`config.mk`:
```
export PLATFORM = sky130hd
export DESIGN_NAME = speed_command_framer_crc8
export DESIGN_NICKNAME = d
export VERILOG_FILES = /design/src/rtl/core/scf_pkg.sv /design/src/rtl/core/scf_crc_pipe.sv /design/src/rtl/core/speed_command_framer_crc8.sv
export SDC_FILE = /design/constraint.sdc
export NUM_CORES = 1
export LEC_CHECK = 0
export ABC_AREA = 0
export BUFFER_PORTS_ARGS = -buffer_cell sky130_fd_sc_hd__buf_2
export CORE_MARGIN = 2
export CORE_UTILIZATION = 45
export CTS_BUF_LIST = sky130_fd_sc_hd__clkbuf_16
export CTS_CLUSTER_DIAMETER = 100
export DETAILED_ROUTE_END_ITERATION = 6
export SYNTH_ARGS = -nofsm -noshare
export SYNTH_HDL_FRONTEND = slang
export SYNTH_HIERARCHICAL = 1
export SYNTH_SLANG_ARGS = --single-unit
```
`constraint.sdc`:
```
create_clock -name clk -period 9.2 [get_ports clk]
set_input_delay 0.46 -clock clk [delete_from_list [all_inputs] [get_ports clk]]
set_output_delay 0.46 -clock clk [all_outputs]
set_load 0.03 [all_outputs]
```
`src/rtl/core/scf_pkg.sv`:
```
package scf_pkg;

	localparam logic [7:0] CRC_POLY   = 8'hD5;
	localparam logic [7:0] CRC_INIT   = 8'hFF;
	localparam logic [7:0] START_BYTE = 8'h53;
	localparam logic [7:0] LEN_BYTE   = 8'h0B;
	localparam logic [7:0] WRITE_CMD  = 8'h02;
	localparam logic [7:0] END_BYTE   = 8'h45;

	localparam logic [15:0] OBJECT_INDEX_RESET    = 16'h60FF;
	localparam logic [7:0]  OBJECT_SUBINDEX_RESET = 8'h00;

	localparam logic REG_OBJECT_INDEX    = 1'b0;
	localparam logic REG_OBJECT_SUBINDEX = 1'b1;

	// frame byte positions, transmit order
	localparam logic [3:0] POS_START   = 4'd0;
	localparam logic [3:0] POS_LEN     = 4'd1;
	localparam logic [3:0] POS_NODE    = 4'd2;
	localparam logic [3:0] POS_CMD     = 4'd3;
	localparam logic [3:0] POS_IDX_LO  = 4'd4;
	localparam logic [3:0] POS_IDX_HI  = 4'd5;
	localparam logic [3:0] POS_SUB     = 4'd6;
	localparam logic [3:0] POS_SPEED_0 = 4'd7;
	localparam logic [3:0] POS_SPEED_1 = 4'd8;
	localparam logic [3:0] POS_SPEED_2 = 4'd9;
	localparam logic [3:0] POS_SPEED_3 = 4'd10;
	localparam logic [3:0] POS_CRC     = 4'd11;
	localparam logic [3:0] POS_END     = 4'd12;

	typedef struct packed {
		logic [7:0]         node_address;
		logic signed [31:0] target_speed;
	} cmd_t;

	typedef struct packed {
		logic [7:0] frame_byte;
		logic       last_byte;
	} result_t;

	// variable part of one frame plus the running CRC
	typedef struct packed {
		logic [7:0]  node;
		logic [15:0] index;
		logic [7:0]  subindex;
		logic [31:0] speed;
		logic [7:0]  crc;
	} frame_t;

	function automatic logic [7:0] crc8_byte(input logic [7:0] crc, input logic [7:0] data);
		logic [7:0] c;
		c = crc ^ data;
		for (int b = 0; b < 8; b++) begin
			if (c[0]) begin
				c = (c >> 1) ^ CRC_POLY;
			end else begin
				c = c >> 1;
			end
		end
		return c;
	endfunction

endpackage

```
`src/rtl/core/scf_crc_pipe.sv`:
```
module scf_crc_pipe (
	input  logic            clk,
	input  logic            arst_n,
	input  logic            in_valid,
	input  scf_pkg::cmd_t   cmd,
	input  logic [15:0]     object_index,
	input  logic [7:0]      object_subindex,
	output logic            in_busy,
	output logic            out_valid,
	output scf_pkg::frame_t out_frame,
	input  logic            out_take
);
	import scf_pkg::*;

	logic   v_s1, v_s2, v_s3;
	frame_t frm_s1, frm_s2, frm_s3;
	logic   adv1, adv2, adv3;
	logic   take_in;
	logic [7:0] crc_a, crc_b, crc_c;

	assign adv3    = out_take;
	assign adv2    = v_s2 && (!v_s3 || adv3);
	assign adv1    = v_s1 && (!v_s2 || adv2);
	assign in_busy = v_s1 && !adv1;
	assign take_in = in_valid && !in_busy;

	// bytes 1..4: length, node, command, index low
	always_comb begin
		crc_a = crc8_byte(CRC_INIT, LEN_BYTE);
		crc_a = crc8_byte(crc_a, cmd.node_address);
		crc_a = crc8_byte(crc_a, WRITE_CMD);
		crc_a = crc8_byte(crc_a, object_index[7:0]);
	end

	// bytes 5..7: index high, subindex, speed byte 0
	always_comb begin
		crc_b = crc8_byte(frm_s1.crc, frm_s1.index[15:8]);
		crc_b = crc8_byte(crc_b, frm_s1.subindex);
		crc_b = crc8_byte(crc_b, frm_s1.speed[7:0]);
	end

	// bytes 8..10: upper speed bytes
	always_comb begin
		crc_c = crc8_byte(frm_s2.crc, frm_s2.speed[15:8]);
		crc_c = crc8_byte(crc_c, frm_s2.speed[23:16]);
		crc_c = crc8_byte(crc_c, frm_s2.speed[31:24]);
	end

	always_ff @(posedge clk or negedge arst_n) begin
		if (!arst_n) begin
			v_s1 <= 1'b0;
			v_s2 <= 1'b0;
			v_s3 <= 1'b0;
		end else begin
			if (take_in) begin
				v_s1 <= 1'b1;
			end else if (adv1) begin
				v_s1 <= 1'b0;
			end
			if (adv1) begin
				v_s2 <= 1'b1;
			end else if (adv2) begin
				v_s2 <= 1'b0;
			end
			if (adv2) begin
				v_s3 <= 1'b1;
			end else if (adv3) begin
				v_s3 <= 1'b0;
			end
		end
	end

	always_ff @(posedge clk) begin
		if (take_in) begin
			frm_s1.node     <= cmd.node_address;
			frm_s1.index    <= object_index;
			frm_s1.subindex <= object_subindex;
			frm_s1.speed    <= cmd.target_speed;
			frm_s1.crc      <= crc_a;
		end
		if (adv1) begin
			frm_s2.node     <= frm_s1.node;
			frm_s2.index    <= frm_s1.index;
			frm_s2.subindex <= frm_s1.subindex;
			frm_s2.speed    <= frm_s1.speed;
			frm_s2.crc      <= crc_b;
		end
		if (adv2) begin
			frm_s3.node     <= frm_s2.node;
			frm_s3.index    <= frm_s2.index;
			frm_s3.subindex <= frm_s2.subindex;
			frm_s3.speed    <= frm_s2.speed;
			frm_s3.crc      <= crc_c;
		end
	end

	assign out_valid = v_s3;
	assign out_frame = frm_s3;

	a_take_valid: assert property (@(posedge clk) disable iff (!arst_n)
		out_take |-> v_s3)
		else $error("frame taken from empty stage");
	a_accept_fills: assert property (@(posedge clk) disable iff (!arst_n)
		take_in |=> v_s1)
		else $error("accepted word not in first stage");
	a_hold_stalled: assert property (@(posedge clk) disable iff (!arst_n)
		v_s3 && !out_take |=> v_s3 && $stable(frm_s3))
		else $error("stalled frame lost or changed");
endmodule

```
`src/rtl/core/speed_command_framer_crc8.sv`:
```
// channel   dir  handshake               payload
// command   in   start && !busy          cmd (node_address, target_speed)
// frame     out  strobe, one cycle/word  result (frame_byte, last_byte)
// config    in   write_en                reg_index, write_data
//
// One command gives 13 bytes, one per cycle; the byte serializer sets the
// sustained command rate. CRC runs in three register stages, so when idle
// an accepted command passes them and the frame register before its first
// byte is strobed.
// Up to three commands wait in the CRC stages while a frame is sent; busy
// rises only when all of them are full. Reset clears all valid bits and
// loads the register defaults.
module speed_command_framer_crc8 (
	input  logic             clk,
	input  logic             arst_n,
	input  logic             start,
	output logic             busy,
	input  scf_pkg::cmd_t    cmd,
	output logic             strobe,
	output scf_pkg::result_t result,
	input  logic             write_en,
	input  logic             reg_index,
	input  logic [15:0]      write_data
);
	import scf_pkg::*;

	logic [15:0] obj_index_q;
	logic [7:0]  obj_subindex_q;
	logic        pipe_valid;
	frame_t      pipe_frame;
	frame_t      frame_q;
	logic [3:0]  cnt_q;
	logic        active_q;
	logic        load;
	logic [7:0]  byte_mux;

	always_ff @(posedge clk or negedge arst_n) begin
		if (!arst_n) begin
			obj_index_q    <= OBJECT_INDEX_RESET;
			obj_subindex_q <= OBJECT_SUBINDEX_RESET;
		end else if (write_en) begin
			case (reg_index)
				REG_OBJECT_INDEX:    obj_index_q    <= write_data;
				REG_OBJECT_SUBINDEX: obj_subindex_q <= write_data[7:0];
				default: ;
			endcase
		end
	end

	scf_crc_pipe u_crc (
		.clk            (clk),
		.arst_n         (arst_n),
		.in_valid       (start),
		.cmd            (cmd),
		.object_index   (obj_index_q),
		.object_subindex(obj_subindex_q),
		.in_busy        (busy),
		.out_valid      (pipe_valid),
		.out_frame      (pipe_frame),
		.out_take       (load)
	);

	// take the next frame when idle or as the closing byte of the current one goes out
	assign load = pipe_valid && (!active_q || cnt_q == POS_END);

	always_ff @(posedge clk or negedge arst_n) begin
		if (!arst_n) begin
			active_q <= 1'b0;
			cnt_q    <= POS_START;
		end else if (load) begin
			active_q <= 1'b1;
			cnt_q    <= POS_START;
		end else if (active_q) begin
			if (cnt_q == POS_END) begin
				active_q <= 1'b0;
			end else begin
				cnt_q <= cnt_q + 4'd1;
			end
		end
	end

	always_ff @(posedge clk) begin
		if (load) begin
			frame_q <= pipe_frame;
		end
	end

	always_comb begin
		case (cnt_q)
			POS_START:   byte_mux = START_BYTE;
			POS_LEN:     byte_mux = LEN_BYTE;
			POS_NODE:    byte_mux = frame_q.node;
			POS_CMD:     byte_mux = WRITE_CMD;
			POS_IDX_LO:  byte_mux = frame_q.index[7:0];
			POS_IDX_HI:  byte_mux = frame_q.index[15:8];
			POS_SUB:     byte_mux = frame_q.subindex;
			POS_SPEED_0: byte_mux = frame_q.speed[7:0];
			POS_SPEED_1: byte_mux = frame_q.speed[15:8];
			POS_SPEED_2: byte_mux = frame_q.speed[23:16];
			POS_SPEED_3: byte_mux = frame_q.speed[31:24];
			POS_CRC:     byte_mux = frame_q.crc;
			POS_END:     byte_mux = END_BYTE;
			default:     byte_mux = END_BYTE;
		endcase
	end

	assign strobe            = active_q;
	assign result.frame_byte = byte_mux;
	assign result.last_byte  = active_q && (cnt_q == POS_END);

	a_cnt_range: assert property (@(posedge clk) disable iff (!arst_n)
		active_q |-> cnt_q <= POS_END)
		else $error("byte counter past end of frame");
	a_no_gap: assert property (@(posedge clk) disable iff (!arst_n)
		strobe && !result.last_byte |=> strobe)
		else $error("frame interrupted before closing byte");
	a_frame_opens: assert property (@(posedge clk) disable iff (!arst_n)
		$rose(strobe) |-> result.frame_byte == START_BYTE)
		else $error("frame does not open with start byte");
	a_load_at_end: assert property (@(posedge clk) disable iff (!arst_n)
		load && active_q |-> result.last_byte)
		else $error("new frame loaded mid-frame");
endmodule

```
# [After elaboration in Yosys (flattened, before gate mapping)]
# Cells that the tools add are included.
[op_classes] n_addsub=1 eq_ne=13 n_mux=85 bitwise_logic=82 reduce_logical=22
[ops] op="$mux W8" n=69
[ops] op="$not A4 Y5" n=72
[ops] op="$pmux W8 S12" n=1
[ops] op="$xor A8 B8 Y8" n=7
[ops] op="$mux W7" n=3
[ops] op="$eq A4 B4 Y1 const B" n=5
[ops] op="$eq A4 B3 Y1 const B" n=4
[ops] op="$mux W4" n=3
[ops] op="$mux W1" n=9
[ops] op="$eq A4 B2 Y1 const B" n=2
[ops] op="$reduce_bool A2 Y1" n=4
[ops] op="$logic_and A1 B1 Y1" n=6
[ops] op="$reduce_and A2 Y1" n=3
[ops] op="$logic_not A1 Y1" n=5
[ops] op="$add A4 B1 Y4 const B" n=1
[ops] op="$eq A4 B1 Y1 const B" n=1
[ops] op="$logic_not A4 Y1" n=1
[ops] op="$logic_or A1 B1 Y1" n=3
[ops] op="$not A3 Y3" n=1
[ops] op="$ne A2 B1 Y1 const B" n=1
[ops] op="$not A1 Y1" n=2
[totals] ff_bits=320 input_bits=61 output_inout_bits=11 wordCells=233

# [Longest topological paths before layout]
[logic_depth] word_depth=51 depth_mapped=9 mapped_depth_nobuf=8

# [Hierarchy]
# Netlist, hierarchy kept.
[by_module_without_submodules] mod="scf_crc_pipe" instances=1 cells_per_inst=361 area_per_inst_um2=8135.3 seq_area_each_um2=6561.3
[by_module_without_submodules] mod="speed_command_framer_crc8" instances=1 cells_per_inst=250 area_per_inst_um2=4008.8 seq_area_each_um2=2900.3

# [Worst setup path before layout]
# Ideal clock, no wire load.
[synth_timing] path_type="register to register" start="register cnt_q[0]" end="register u_crc.frm_s3, in the netlist u_crc/out_frame[0], enable pin" setup_ps=511 arrival_time_ps=6396 required_time_ps=8689 path_slack_ps=2293 path_stages_with_launch=9 path_buffers=1 synth_period_minus_slack_ps=6907 cell_sequence="dfrtp_1 > inv_1 > ha_1 > clkbuf_1 > nand3_1 > nand2_1 > and2_1 > nor2b_1 > nor2b_1"
[synth_between] elab_chain_cells=5
[synth_rtl] item="start: declaration" line_no="speed_command_framer_crc8.sv:32" rtl="logic [3:0] cnt_q;"
[synth_rtl] item="start signal: assignment" line_no="speed_command_framer_crc8.sv:77" rtl="cnt_q <= cnt_q + 4'd1;"
[synth_rtl] item="$eq A4 B4 Y1" line_no="speed_command_framer_crc8.sv:64" rtl="assign load = pipe_valid && (!active_q || cnt_q == POS_END);"
[synth_rtl] item="$logic_or A1 B1 Y1" line_no="speed_command_framer_crc8.sv:64"
[synth_rtl] item="$logic_and A1 B1 Y1" line_no="speed_command_framer_crc8.sv:64"
[synth_rtl] item="net load" line_no="speed_command_framer_crc8.sv:34" rtl="logic load;"
[synth_rtl] item="$logic_or A1 B1 Y1" line_no="scf_crc_pipe.sv:22" rtl="assign adv2 = v_s2 && (!v_s3 || adv3);"
[synth_rtl] item="$logic_and A1 B1 Y1" line_no="scf_crc_pipe.sv:22"
[synth_rtl] item="net u_crc.adv2" line_no="scf_crc_pipe.sv:17" rtl="logic adv1, adv2, adv3;"
[synth_rtl] item="end: declaration" line_no="scf_crc_pipe.sv:16" rtl="frame_t frm_s1, frm_s2, frm_s3;"
# The timed path passes the listed nets, and every way through them passes these cells.
# A chain may end at the register's enable or synchronous reset.

# [Final worst setup path]
[layout_timing] start="register cnt_q[0]" end="register u_crc/frm_s2[33] in the netlist's numbering, enable pin"
[layout_between] elab_chain_cells=7
[layout_rtl] item="$eq A4 B4 Y1" line_no="speed_command_framer_crc8.sv:64"
[layout_rtl] item="$logic_or A1 B1 Y1" line_no="speed_command_framer_crc8.sv:64"
[layout_rtl] item="$logic_and A1 B1 Y1" line_no="speed_command_framer_crc8.sv:64"
[layout_rtl] item="net load" line_no="speed_command_framer_crc8.sv:34"
[layout_rtl] item="$logic_or A1 B1 Y1" line_no="scf_crc_pipe.sv:22"
[layout_rtl] item="$logic_and A1 B1 Y1" line_no="scf_crc_pipe.sv:22"
[layout_rtl] item="$logic_or A1 B1 Y1" line_no="scf_crc_pipe.sv:23" rtl="assign adv1 = v_s1 && (!v_s2 || adv2);"
[layout_rtl] item="$logic_and A1 B1 Y1" line_no="scf_crc_pipe.sv:23"
[layout_rtl] item="net u_crc.adv1" line_no="scf_crc_pipe.sv:17"
[layout_rtl] item="end: declaration" line_no="scf_crc_pipe.sv:16"
# The timed path passes the listed nets, and every way through them passes these cells.

==> impl_metrics.yaml <==
status:
  status: "complete, no violations"
timing:
  worst_pin_slew_ns: 0.9685
  finClkSkew_ns: 0.009148
  fin_crit_ns: 4.214
  maxSlewViolCount: 0
  tns_ns: 0
  hold_ws_ns: 0.02081
  worst_slack_ns: 4.986
  finalCritPeriodShare_pct: 45.80
  rsz0062_at_grt: "false"
  max_freq_ghz: 0.2373
  finalSetupViolCount: 0
  final_hold_viol_count: 0
  relSlewSlack_pct: 35.43
die:
  dieWidth_um: 168.3
  row_count: 60
  start_util_pct: 45.44
  io_pins: 72
  die_area_mm2: 0.02832
  core-area_mm2: 0.02673
  die_y_um: 168.3
finish:
  fillerInstances: 2139
  antenna_cells: 0
  stdcell_area_mm2: 0.01385
  num-nets-final: 766
  final_layout_size_suffix_gt1_share_pct: 22.96
  syn2layout_area_growth_pct: 14.07
synthesis:
  yosys.area_share.adder_pct: 0.4121
  syn_nets: 676
  synthXorXnorAreaFrac_pct: 12.50
  yosysSeqAreaShare_pct: 77.91
  ys_warn_count: 6
  ys_types: 42
  synth-simple-area-share_pct: 1.916
  yosys-top-cells-area: "edfxtp_1 (71%), xnor2_1 (5.6%), dfrtp_1 (4.5%)"
  synth_area_mm2: 0.01214
  synth_async_sr_flop_share_pct: 10.00
  yosys.area.top_type: "edfxtp_1"
  netlist_instances: 611
  synth.area.mux_share_pct: 2.854
  synth_top_family_by_area: "XOR/XNOR gates"
  ys_seq_elements: 320
  synth_edf_count: 288
  synth.avg_cell_area_um2: 19.88
  ys.flop_type: "edfxtp_1"
  synth_top_area_share_pct: 71.21
  synth_compound_area_share_pct: 3.451
route:
  final_antenna_net_count: 0
  vias: 5264
  drtIter0Drc: 362
  drt_first_pass_iters: 6
  wl_per_cell_um: 18.84
  drt-vias-per-instance: 4.947
  drc: 0
  wl_um: 20050
placed_design:
  portBuffers: 71
  gp_congestion: 0.8155
  dp_hpwl_um: 13930
  dp_slack_ns: 4.927
  placed_cell_area_mm2: 0.01287
worst_setup_path:
  cp-start-kind: "register"
  cp_max_fo: 73
  crit_type: "register to register"
  timing.rr.start: "cnt_q[0]"
  ff2ff_setup_slack_ns: 4.99
  arrival_ns: 4.37
  worstReg2RegEnd: "u_crc/frm_s2[33]"
  r2r_cells: 10
  cp.required_ns: 9.36
  worstSetupEndpointType: "register"
global_route:
  grt_pass1_wl_um: 31260
  grt_usage_pct: 14.47
  antenna_found_initial: 0
  grt_pass1_vias: 5517
  overflow: 0
  grt_max_degree: 74
pwr:
  netSwitchingFraction_pct: 18.67
  vdd_drop_max_mv: 0.1658
  p_leak_nw: 4.870
  p_comb_share_pct: 3.5
  netSwitchingPower_mw: 0.5449
  power_density_mw_per_mm2: 210.7
  p_clk_share_pct: 41.1
  finalPower_mw: 2.919
  p_int_mw: 2.374
  pwr-share-seq_pct: 55.4
clock_tree:
  cts-root-buf: "clkbuf_16"
  cts_resized: 0
  clkTransAtPathRegs_ns: 0.06
  clockBufferDepth: 3
  cts_tree: "built"
  htreeDepth: 1
  cts.sinks: 320
  cts_hold_buffers: 0
  clkLatencyLatePin_ns: 0.54
  cts_buffers: 30
  postCtsSetupRepairBufs: 0
flow_run:
  max_cap_violations: 0
hold_path:
  hp-class: "input port to async pin"
-- sequential cells by signal, summed over array words and instances, names as in the netlist, 4 cells and up --
register and cells:
frame_q 72, u_crc/frm_s1 72, u_crc/frm_s2 72, u_crc/out_frame 72, obj_index_q 16, obj_subindex_q 8
cnt_q 4
-- layout by cell type (no fill, tap or decap), drive strengths merged, types with 4 or more instances in the layout --
cell / n
buf: 75
ha: 4
a22oi: 5
dfrtp: 22
bufinv: 4
inv: 11
clkbuf: 31
xnor3: 20
clkinv: 13
xnor2: 79
xor2: 28
nor2b: 8
a222oi: 6
mux2: 29
o21ai: 7
nand3: 5
nand2: 13
edfxtp: 288
nand2b: 5
xor3: 5
a21oi: 12
dfstp: 10
nor2: 5
a22o: 17
-- critical path, stage by stage, from the launching register on --
cell	delay, ns
dfrtp_1	0.44
inv_1	0.11
ha_1	0.61
nand3_1	0.26
nand2_1	0.23
and2_2	0.17
buf_4	0.66
nor2b_1	0.26
nand2_1	0.17
and2_2	0.15
buf_4	0.66
-- logic make-up after synthesis --
group	Yosys count
and+or+nand+nor	44
AOI/OAI and AO/OA	57
muxes	31
xor gates and xnor gates	132
adders and majority gates	4
buffers and inverters	23
DFF	320
-- Yosys cell counts, types with 9 or more instances --
master / instances
edfxtp_1: 288
a22o_1: 17
nand2_1: 13
mux2_2: 29
dfrtp_1: 22
xnor2_1: 78
clkbuf_1: 9
a21oi_1: 12
dfstp_2: 10
xor2_1: 28
xnor3_1: 17
-- cell type report --
| type | count | area, µm² | area share [%] |
|---|---|---|---|
| Sequential cell | 320 | 9462 | 68.30 |
| Inverter | 6 | 22.52 | 0.1626 |
| Clock buffer | 31 | 775.7 | 5.600 |
| Clock inverter | 23 | 202.7 | 1.463 |
| Timing Repair Buffer | 75 | 385.4 | 2.782 |
| Multi-Input combinational cell | 268 | 2579 | 18.61 |
| Tap cell | 341 | 426.7 | 3.080 |
-- power groups by stage --
stage | Sequential, mW | Combinational (mW) | Clock [mW]
finish | 1.62 | 0.103 | 1.20
global route | 1.62 | 0.115 | 1.28
CTS | 1.62 | 0.105 | 1.23
detailed placement | 1.65 | 0.105 | 0
global placement | 1.65 | 0.102 | 0
floorplan | 1.64 | 0.0729 | 0
-- per-layer routing --
layer / global-route usage (%) / vias to the layer above / wire (µm)
met5: 0 / - / 0
met4: 4.385 / 0 / 430
met3: 2.915 / 30 / 1012
met2: 23.28 / 122 / 9546
met1: 20.16 / 2615 / 9058
li1: - / 2497 / -
-- through the flow --
| step | utilization [%] | std cells |
|---|---|---|
| after global placement | 48.17 | 1010 |
| after floorplan | - | 611 |
| after detailed placement | 48.17 | 1010 |
| after global routing | 51.84 | 1064 |
| final | 51.84 | 1064 |
| after CTS | 51.84 | 1064 |
-- worst max path at each step --
stage | slack [ns] | from | end
CTS | 4.91 | cnt_q[0] | u_crc/frm_s2[19]
finish | 4.99 | cnt_q[0] | u_crc/frm_s2[33]
floorplan | 2.29 | cnt_q[0] | u_crc/out_frame[0]
detailed placement | 4.93 | cnt_q[0] | u_crc/frm_s2[33]
global route | 4.66 | cnt_q[0] | u_crc/frm_s2[19]
global placement | 5.25 | cnt_q[0] | u_crc/frm_s1[33]
Note: power is estimated with default switching activity, not from simulation.
